### src/sv/euler_attitude_compose_macros.svh
// ----------------------------------------------------------------------------
// Euler attitude composer assertion macros
// Shared concurrent assertion forms. Each one expects clk and rst_n in scope.
// ----------------------------------------------------------------------------
`ifndef EULER_ATTITUDE_COMPOSE_MACROS_SVH
`define EULER_ATTITUDE_COMPOSE_MACROS_SVH

// The consequent must hold in the same cycle as the antecedent.
`define EAC_ASSERT_SAME(label, ante, cons, msg) \
    label: assert property (@(posedge clk) disable iff (!rst_n) (ante) |-> (cons)) \
        else $error(msg);

// The consequent must hold in the cycle after the antecedent.
`define EAC_ASSERT_NEXT(label, ante, cons, msg) \
    label: assert property (@(posedge clk) disable iff (!rst_n) (ante) |=> (cons)) \
        else $error(msg);

`endif

### src/sv/eac_delay.sv
// ----------------------------------------------------------------------------
// Euler attitude composer delay line
// Shift register that keeps side data aligned with the pipeline stages.
// ----------------------------------------------------------------------------
module eac_delay #(
    parameter int WIDTH = 8,
    parameter int DEPTH = 2
) (
    input  logic             clk,
    input  logic             en,
    input  logic [WIDTH-1:0] din,
    output logic [WIDTH-1:0] dout
);

    logic [WIDTH-1:0] tap_reg [DEPTH];

    always_ff @(posedge clk)
    begin
        if (en)
        begin
            tap_reg[0] <= din;
            for (int k = 1; k < DEPTH; k++)
            begin
                tap_reg[k] <= tap_reg[k-1];
            end
        end
    end

    assign dout = tap_reg[DEPTH-1];

endmodule

### config.mk
export PLATFORM = sky130hd
export DESIGN_NAME = eac_delay
export DESIGN_NICKNAME = d
export VERILOG_FILES = /design/src/sv/euler_attitude_compose_macros.svh /design/src/sv/eac_delay.sv
export SDC_FILE = /design/constraint.sdc
export NUM_CORES = 1
export LEC_CHECK = 0
export ABC_AREA = 1
export BUFFER_PORTS_ARGS = -buffer_cell sky130_fd_sc_hd__buf_4
export CORE_AREA = 2 2 39 41
export DETAILED_ROUTE_END_ITERATION = 7
export DIE_AREA = 0 0 41 43
export GPL_ROUTABILITY_DRIVEN = 0
export HOLD_SLACK_MARGIN = 0.06
export PLACE_DENSITY = 0.66
export SYNTH_ARGS = -nofsm -noshare
export SYNTH_HDL_FRONTEND = slang
export SYNTH_SLANG_ARGS = --single-unit
export TNS_END_PERCENT = 10
### constraint.sdc
create_clock -name clk -period 0.9 [get_ports clk]
set_clock_uncertainty 0.05 [all_clocks]
set_input_delay 0 -clock clk [delete_from_list [all_inputs] [get_ports clk]]
set_output_delay 0 -clock clk [all_outputs]
set_load 0.05 [all_outputs]
==> reports/summary.log, run 1 <==
INFO  logic_synthesis synth_top_cell_by_area=edfxtp_1
INFO  cts            worst_setup_hold_path_clk_slew=0.08ns
INFO  final_layout   syn2layout_area_growth=43.3%
INFO  status         outcome=finished clean
INFO  timing         final.period_utilization=0.971
INFO  placement      numPortBuffers=17
INFO  pwr            power_leakage=0.000301uW
INFO  logic_synthesis mappedNetlistArea=541um2
INFO  cts            cts.path.max_buffers=2
INFO  final_layout   multiInputGateArea=0um2
INFO  timing         timing.final.crit_period=0.874ns
INFO  worst_setup_path cp_num_buf_inv=1
INFO  floorplan      ioPinCount=18
INFO  route          drt-wirelength-per-cell=10.6um
INFO  final_layout   share_of_post_route_cells_with_drive_strength_above_1=0.435
INFO  route          route.final.wire_length=659um
INFO  global_routing grt_pass1_wl=952um
INFO  cts            cts-buffers-inserted=3
INFO  final_layout   n_multi_input_combinational_cell=0
INFO  floorplan      die_y=43um
INFO  cts            cts_tree=built
INFO  pwr            internal_power=1140uW
INFO  cts            clock_insertion_delay_worst_skew=0.26ns
INFO  route          dr.first_iter.drc_count=7
INFO  logic_synthesis most_used_dff_post_synth=edfxtp_1
INFO  logic_synthesis netlist_top_cells_count=16 x edfxtp_1, 8 x buf_4
INFO  logic_synthesis synth_warnings=0
INFO  route          detail_route.drc_violations=0
INFO  floorplan      die-area=1760um2
INFO  route          dr.pass1.iters=4
INFO  cts            cts_num_sinks=16
INFO  logic_synthesis synth-edff-count=16
INFO  floorplan      die_width=41um
INFO  floorplan      fp-row-count=14
INFO  worst_setup_path worst_path_max_delay_cell=edfxtp_1
INFO  timing         tightestPinTransition=0.196ns
INFO  pwr            power_after_layout=1460uW
INFO  logic_synthesis syn-num-nets=34
INFO  pwr            net-switching-power=319uW
INFO  pwr            comb_power_share=0.144
INFO  route          detail_route_antenna_nets=0
INFO  logic_synthesis yosysMostFrequentCell=edfxtp_1
INFO  global_routing grt_overflow=0
INFO  worst_setup_path r2r_end=tap_reg[0][9]$_DFFE_PP_
INFO  logic_synthesis synthDistinctLibCells=2
INFO  pwr            power.density_cell_area=1880nW/um2
INFO  pwr            p_clk_frac=0.239
INFO  pwr            p_sw_frac=0.219
INFO  final_layout   antenna_cells=0
INFO  timing         timing.final.setup_violations=0
INFO  final_layout   fillCellCount=124
INFO  pwr            sequential_cell_fraction_of_total_power=0.618
INFO  cts            cts.htree.levels=1
INFO  timing         max_slew_vio_count=0
INFO  timing         fin_hold_ws=0.377ns
INFO  worst_setup_path type_of_the_worst_setup_path=flop to output port
INFO  logic_synthesis netlist.area_leader.share=0.889
INFO  floorplan      core_area=1380um2
INFO  worst_setup_path r2r-start=tap_reg[0][1]$_DFFE_PP_
INFO  global_routing grt_antenna_before_repair=0
INFO  pwr            peakVddDrop=0.979mV
INFO  logic_synthesis syn_area_per_cell=22.5um2
INFO  timing         finalHoldViolations=0
INFO  min_path       worstHoldPathType=flop to flop
INFO  min_path       worst_hold_startpoint=tap_reg[0][4]$_DFFE_PP_
INFO  timing         max_slew_margin=0.869
INFO  worst_setup_path cp_data_required_time=0.85ns
INFO  timing         max_clock_freq=1140MHz
INFO  worst_setup_path setup.worst_path.end_class=output port
INFO  run            maxCapViolations=0
INFO  worst_setup_path critical-path-max-stage-delay=0.39ns
INFO  min_path       number_of_cells_on_the_worst_hold_path=0
INFO  logic_synthesis share_of_synthesized_flip_flops_with_an_asynchronous_set_or_reset=0
INFO  final_layout   ff_latch_area=480um2
INFO  worst_setup_path r2r.worst_path.cells=0
INFO  worst_setup_path timing.critical_path.cells=buf_6
INFO  min_path       worstHoldEndpoint=tap_reg[0][12]$_DFFE_PP_
INFO  final_layout   largest_register_ff_count=16
INFO  logic_synthesis ys_seq_elements=16
INFO  timing         setup-tns-final=0ns
INFO  route          num_vias=243
INFO  worst_setup_path worstPathArrival=0.82ns
INFO  worst_setup_path critical_path_peak_fanout=1
INFO  worst_setup_path reg2reg_setup_slack=0.23ns
INFO  worst_setup_path startpoint_type=flop
INFO  global_routing globalRouteTotalUtil=0.0877
INFO  final_layout   fin_nets=57
INFO  worst_setup_path timing.critical_path.max_delay_family=flip-flops
INFO  route          vias_per_instance=3.92
INFO  global_routing pin_count_of_the_biggest_net_entering_global_routing=17
INFO  floorplan      floorplan.initialDensity=0.391
INFO  logic_synthesis synth_seq_area_share=0.889
INFO  logic_synthesis synthesis.instances=24
INFO  timing         rsz0062_at_grt=true
INFO  logic_synthesis ys_top_cells_by_area=edfxtp_1 89%, buf_4 11%
INFO  cts            cts_root_buffer_type=clkbuf_4
INFO  global_routing grt_pass1_vias=238
## stage by stage
| step | cell area, um2 | utilization | instances | setup WS, ns |
|---|---|---|---|---|
| final | 774 | 0.560 | 62 | 0.0257 |
| after global routing | 774 | 0.560 | 62 | -0.0188 |
| after CTS | 748 | 0.541 | 62 | 0.00139 |
| after detailed placement | 628 | 0.454 | 49 | 0.226 |
| after global placement | 628 | 0.454 | 49 | 0.258 |
| after floorplan | 541 | - | 24 | 0.261 |
## worst max-delay path by stage
stage	from	to	slack, ns	depth (start not counted)
CTS	tap_reg[0][10]$_DFFE_PP_	dout[2]	0.001	1
floorplan	tap_reg[0][2]$_DFFE_PP_	tap_reg[0][10]$_DFFE_PP_	0.26	0
global route	tap_reg[0][10]$_DFFE_PP_	dout[2]	-0.02	1
finish	tap_reg[0][14]$_DFFE_PP_	dout[6]	0.03	1
detailed placement	tap_reg[0][1]$_DFFE_PP_	tap_reg[0][9]$_DFFE_PP_	0.23	0
global placement	tap_reg[0][2]$_DFFE_PP_	tap_reg[0][10]$_DFFE_PP_	0.26	0
## cell families (layout without fill, tap and decap cells)
| group | after synthesis | count (layout) | share of synthesized area |
|---|---|---|---|
| buffers and inverters | 8 | 30 | 0.111 |
| DFF | 16 | 16 | 0.889 |
## per-layer routing
metal | global-route usage | wire (um) | vias up
met1 | 0.103 | 224 | 106
met4 | 0.0400 | 0 | 0
met3 | 0.0314 | 53 | 0
met5 | 0 | 0 | -
li1 | - | - | 125
met2 | 0.138 | 382 | 12
## power by group through the flow
stage	clock, uW	combinational [uW]	sequential (uW)
floorplan	0	119	909
global placement	0	161	909
detailed placement	0	164	912
CTS	361	197	895
global route	405	217	904
finish	348	209	899
## timing repair
action                     CTS  global route
buffers inserted             0             0
hold buffers                 9             0
setup endpoints to repair    1             8
hold endpoints to repair    24             0
gates resized for setup      1             7
## cell type report
cell class / instances / area share
Sequential cell: 16 / 0.620
Timing Repair Buffer: 26 / 0.320
Clock buffer: 3 / 0.0291
Tap cell: 16 / 0.0258
Clock inverter: 1 / 0.00485
## placed cells by master, fill, tap and decap left out, drive strengths merged
master / instances
dlygate4sd3: 9
buf: 17
clkbuf: 3
clkinv: 1
edfxtp: 16
Note: power is estimated with default switching activity, not from simulation.
==> run 2, diff against run 1 <==
- clock period: 0.9 -> 1.05 ns (I/O delays scaled with it)
==> run 2 against run 1 <==
Compared with the run above:
- sequential cell count stayed put
- register-to-register slack better by 0.15 ns
- critical endpoint unchanged
- setup slack better by 0.14 ns
- via count stayed put
- core utilization is 2.2 points lower
- highest routed layer unchanged
==> reports/summary.log, run 2 (synthesis gave the netlist of run 1 again) <==
INFO  pwr            power_leakage=0.000291uW
INFO  min_path       worstHoldPathType=flop to flop
INFO  final_layout   fin_nets=57
INFO  worst_setup_path timing.critical_path.from=tap_reg[0][14]$_DFFE_PP_
INFO  floorplan      die-area=1760um2
INFO  floorplan      fp-row-count=14
INFO  worst_setup_path timing.critical_path.cells=buf_4
INFO  timing         timing.final.crit_period=0.888ns
INFO  worst_setup_path setup.worst_path.end_class=output port
INFO  run            maxCapViolations=0
INFO  route          vias_per_instance=3.92
INFO  status         outcome=finished clean
INFO  timing         max_slew_margin=0.869
INFO  timing         setup-tns-final=0ns
INFO  final_layout   final_cell_mix=17 x buf_4, 16 x edfxtp_1, 9 x dlygate4sd3_1
INFO  final_layout   final_common_cell=buf_4
INFO  cts            cts_tree=built
INFO  cts            clock_insertion_delay_worst_skew=0.26ns
INFO  route          detail_route_antenna_nets=0
INFO  worst_setup_path cp_data_required_time=1.00ns
INFO  floorplan      die_width=41um
INFO  global_routing globalRouteTotalUtil=0.0877
INFO  worst_setup_path r2r-start=tap_reg[0][1]$_DFFE_PP_
INFO  worst_setup_path critical_path.endpoint=dout[6]
INFO  cts            cts.path.max_buffers=2
INFO  global_routing pin_count_of_the_biggest_net_entering_global_routing=17
INFO  worst_setup_path type_of_the_worst_setup_path=flop to output port
INFO  global_routing grt_pass1_wl=952um
INFO  floorplan      die_y=43um
INFO  floorplan      floorplan.initialDensity=0.391
INFO  cts            cts_setup_buffers=0
INFO  floorplan      core_area=1380um2
INFO  final_layout   largest_register_ff_count=16
INFO  cts            cts-resized-gates=0
INFO  final_layout   multiInputGateArea=0um2
INFO  route          detail_route.drc_violations=0
INFO  worst_setup_path worst_path_max_delay_cell=edfxtp_1
INFO  cts            cts_root_buffer_type=clkbuf_4
INFO  route          num_vias=243
INFO  worst_setup_path cp_num_buf_inv=1
INFO  route          route.final.wire_length=662um
INFO  cts            cts.htree.levels=1
INFO  worst_setup_path critical-path-max-stage-delay=0.37ns
INFO  worst_setup_path r2r_end=tap_reg[0][9]$_DFFE_PP_
INFO  worst_setup_path worstPathArrival=0.84ns
INFO  global_routing grt_pass1_vias=238
INFO  floorplan      ioPinCount=18
INFO  worst_setup_path cell_count_along_the_critical_path=1
INFO  global_routing grt_antenna_before_repair=0
INFO  worst_setup_path reg2reg_setup_slack=0.38ns
INFO  final_layout   fillCellCount=123
INFO  cts            cts_num_sinks=16
INFO  worst_setup_path timing.critical_path.max_delay_family=flip-flops
INFO  pwr            peakVddDrop=0.835mV
INFO  final_layout   antenna_cells=0
INFO  cts            worst_setup_hold_path_clk_slew=0.08ns
INFO  cts            cts-buffers-inserted=3
INFO  min_path       worst_hold_startpoint=tap_reg[0][4]$_DFFE_PP_
INFO  worst_setup_path startpoint_type=flop
INFO  pwr            power.density_cell_area=1650nW/um2
INFO  final_layout   syn2layout_area_growth=37.7%
INFO  route          drt-wirelength-per-cell=10.7um
INFO  worst_setup_path r2r.worst_path.cells=0
INFO  placement      numPortBuffers=17
INFO  timing         max_slew_vio_count=0
INFO  final_layout   share_of_post_route_cells_with_drive_strength_above_1=0.435
INFO  timing         finalHoldViolations=0
INFO  final_layout   post-route-util=0.538
INFO  route          dr.first_iter.drc_count=7
INFO  global_routing grt_overflow=0
INFO  final_layout   n_multi_input_combinational_cell=0
INFO  pwr            power_after_layout=1230uW
INFO  worst_setup_path critical_path_peak_fanout=1
INFO  timing         tightestPinTransition=0.196ns
INFO  route          dr.pass1.iters=4
INFO  cts            hold_buffers=9
INFO  timing         final.period_utilization=0.846
INFO  timing         timing.final.setup_violations=0
INFO  timing         max_clock_freq=1130MHz
INFO  timing         rsz0062_at_grt=false
run 2: how the worst min path moves through the flow:
stage	cells past startpoint	slack (ns)	end
after floorplan	0	0.05	tap_reg[0][0]$_DFFE_PP_
after global placement	1	0.13	tap_reg[0][7]$_DFFE_PP_
after detailed placement	1	0.13	tap_reg[0][0]$_DFFE_PP_
after CTS	0	0.38	tap_reg[0][15]$_DFFE_PP_
after global routing	0	0.38	tap_reg[0][11]$_DFFE_PP_
final	0	0.38	tap_reg[0][12]$_DFFE_PP_
run 2: metrics by stage:
step | setup WS (ns) | area [um2] | std cells | hold slack, ns
global placement | 0.408 | 628 | 49 | 0.129
detailed placement | 0.376 | 628 | 49 | 0.129
global route | 0.104 | 744 | 62 | 0.382
floorplan | 0.411 | 541 | 24 | 0.0489
finish | 0.162 | 744 | 62 | 0.377
CTS | 0.147 | 744 | 62 | 0.376
run 2: layout make-up:
class                   count  area, um2  area share
flip-flops and latches     16        480       0.645
repair buffers             26        218       0.292
clock buffers               3       22.5      0.0303
well taps                  16       20.0      0.0269
clock inverters             1       3.75     0.00504
run 2: per-layer routing:
metal  global-route usage  part of all wire
met1                0.103              0.34
met3               0.0314             0.094
met2                0.138              0.57
met5                    0                 0
met4               0.0400                 0
run 2: power by group:
part / internal, uW / total [uW] / switching [uW]
clock network: 137 / 298 / 161
logic: 67.7 / 167 / 99.0
registers: 756 / 766 / 10.1
==> run 3, diff against run 2 <==
- ABC_AREA: 1 -> 0
- CORE_AREA: 2 2 39 41 -> unset
- CORE_UTILIZATION: unset -> 41
- DIE_AREA: 0 0 41 43 -> unset
- PLACE_DENSITY: 0.66 -> 0.7
- clock period: 1.05 -> 0.8 ns (I/O delays scaled with it)
==> run 3 against run 2 <==
Compared with the run above:
- the run now ends with negative setup slack left
- global-route usage is 3.0 points higher
- first-iteration DRC count down 71%
- critical path depth is the same
- core utilization rose by 11 points
- register-to-register slack got worse by 0.27 ns
- final cell count shrank 4.8%
- critical path type unchanged
- non-clock buffer count decreased by 1
- total power increased by 34%
- count of clock-buffer cells in the layout is the same
- sequential share of layout area down 1.5 points
- largest power group unchanged
==> reports/summary.log, run 3 (synthesis gave the netlist of run 1 again) <==
INFO  status         outcome=finished with violations
INFO  status         violations=negative setup slack
INFO  timing         timing.final.crit_period=0.887ns
INFO  run            maxCapViolations=0
INFO  worst_setup_path startpoint_type=flop
INFO  timing         max_slew_margin=0.877
INFO  cts            cts-buffers-inserted=3
INFO  min_path       worstHoldEndpoint=tap_reg[0][0]$_DFFE_PP_
INFO  global_routing grt_antenna_before_repair=0
INFO  cts            hold_buffers=8
INFO  global_routing grt_pass1_wl=966um
INFO  placement      place_area=626um2
INFO  timing         fin_hold_ws=0.0279ns
INFO  worst_setup_path cp_num_buf_inv=1
INFO  worst_setup_path critical_path_peak_fanout=1
INFO  global_routing grt_pass1_vias=207
INFO  timing         setup_ws=-0.0870ns
INFO  floorplan      ioPinCount=18
INFO  global_routing pin_count_of_the_biggest_net_entering_global_routing=17
INFO  worst_setup_path worstPathArrival=0.84ns
INFO  final_layout   fillCellCount=79
INFO  route          detail_route_antenna_nets=0
INFO  route          detail_route.drc_violations=0
INFO  floorplan      floorplan.initialDensity=0.462
INFO  worst_setup_path reg2reg_setup_slack=0.11ns
INFO  final_layout   syn2layout_area_growth=41.0%
INFO  route          dr.first_iter.drc_count=2
INFO  worst_setup_path r2r-start=tap_reg[0][1]$_DFFE_PP_
INFO  worst_setup_path r2r_end=tap_reg[0][9]$_DFFE_PP_
INFO  cts            worst_setup_hold_path_clk_slew=0.09ns
INFO  final_layout   final_cell_mix=16 x edfxtp_1, 9 x buf_4, 8 x dlygate4sd3_1, 8 x buf_6, 3 x clkbuf_4
INFO  route          num_vias=242
INFO  route          vias_per_instance=4.10
INFO  timing         timing.final.setup_violations=8
INFO  floorplan      core_area=1170um2
INFO  final_layout   antenna_cells=0
INFO  final_layout   fin_nets=56
INFO  min_path       worstHoldPathType=input port to flop
INFO  worst_setup_path setup.worst_path.end_class=output port
INFO  final_layout   share_of_post_route_cells_with_drive_strength_above_1=0.444
INFO  floorplan      die_y=38.3um
INFO  final_layout   n_multi_input_combinational_cell=0
INFO  cts            cts_num_sinks=16
INFO  floorplan      die_width=38.3um
INFO  min_path       number_of_cells_on_the_worst_hold_path=1
INFO  worst_setup_path cp_data_required_time=0.75ns
INFO  route          dr.pass1.iters=4
INFO  worst_setup_path critical-path-max-stage-delay=0.40ns
INFO  worst_setup_path r2r.worst_path.cells=0
INFO  worst_setup_path timing.critical_path.max_delay_family=flip-flops
INFO  placement      pre_cts_ws=0.130ns
INFO  timing         finalHoldViolations=0
INFO  min_path       worst_hold_startpoint=en
INFO  timing         tightestPinTransition=0.184ns
INFO  cts            cts_setup_buffers=0
INFO  timing         final.period_utilization=1.11
INFO  cts            cts.path.max_buffers=2
INFO  pwr            power_leakage=0.000297uW
INFO  final_layout   final_common_cell=edfxtp_1
INFO  cts            cts.htree.levels=1
INFO  floorplan      fp-row-count=12
INFO  timing         max_slew_vio_count=0
INFO  final_layout   stdcell_area=762um2
INFO  final_layout   largest_register_ff_count=16
INFO  route          route.final.wire_length=662um
INFO  timing         max_clock_freq=1130MHz
INFO  final_layout   multiInputGateArea=0um2
INFO  pwr            power.density_cell_area=2160nW/um2
INFO  worst_setup_path worst_path_max_delay_cell=edfxtp_1
INFO  cts            clock_insertion_delay_worst_skew=0.27ns
INFO  floorplan      die-area=1470um2
INFO  worst_setup_path type_of_the_worst_setup_path=flop to output port
INFO  global_routing globalRouteTotalUtil=0.118
INFO  timing         setup-tns-final=-0.595ns
INFO  route          drt-wirelength-per-cell=11.2um
INFO  placement      numPortBuffers=17
INFO  cts            cts_root_buffer_type=clkbuf_4
INFO  worst_setup_path timing.critical_path.cells=buf_6
INFO  global_routing grt_overflow=0
INFO  pwr            peakVddDrop=1.45mV
INFO  timing         rsz0062_at_grt=true
INFO  cts            cts_tree=built
## run 3: through the flow
step | instances | total power (uW) | util
2_1_floorplan | 24 | 1160 | -
3_3_place_gp | 47 | 1200 | 0.534
3_5_place_dp | 47 | 1210 | 0.534
4_1_cts | 59 | 1650 | 0.651
5_1_grt | 59 | 1710 | 0.651
6_report | 59 | 1650 | 0.651
## run 3: repair_timing
action | 4_1_cts | 5_1_grt
endpoints found under the setup margin | 8 | 8
hold endpoints to repair | 24 | 16
gates resized for setup | 8 | 0
pin swaps | 0 | 0
## run 3: area by class of cell
| cell class | instances | area, um2 | area share |
|---|---|---|---|
| Clock inverter | 1 | 3.75 | 0.00493 |
| Tap cell | 14 | 17.5 | 0.0230 |
| Clock buffer | 3 | 22.5 | 0.0296 |
| Timing Repair Buffer | 25 | 238 | 0.312 |
| Sequential cell | 16 | 480 | 0.631 |
## run 3: worst max-delay path by stage
stage                        startpoint                        to  slack (ns)  cells past startpoint
2_1_floorplan   tap_reg[0][2]$_DFFE_PP_  tap_reg[0][10]$_DFFE_PP_        0.16                      0
3_3_place_gp    tap_reg[0][0]$_DFFE_PP_   tap_reg[0][8]$_DFFE_PP_        0.16                      0
3_5_place_dp    tap_reg[0][3]$_DFFE_PP_  tap_reg[0][11]$_DFFE_PP_        0.13                      0
4_1_cts        tap_reg[0][10]$_DFFE_PP_                   dout[2]       -0.09                      1
5_1_grt        tap_reg[0][13]$_DFFE_PP_                   dout[5]       -0.14                      1
6_report       tap_reg[0][15]$_DFFE_PP_                   dout[7]       -0.09                      1
## run 3: power breakdown
part           internal (uW)  switching (uW)
clock network            180             224
logic                    102             128
registers                993            20.1
## run 3: routing by layer
| metal | track usage | wire (um) | up-vias |
|---|---|---|---|
| li1 | - | - | 121 |
| met1 | 0.124 | 235 | 102 |
| met2 | 0.182 | 361 | 17 |
| met3 | 0.0233 | 56 | 2 |
| met4 | 0.134 | 8 | 0 |
| met5 | 0 | 0 | - |
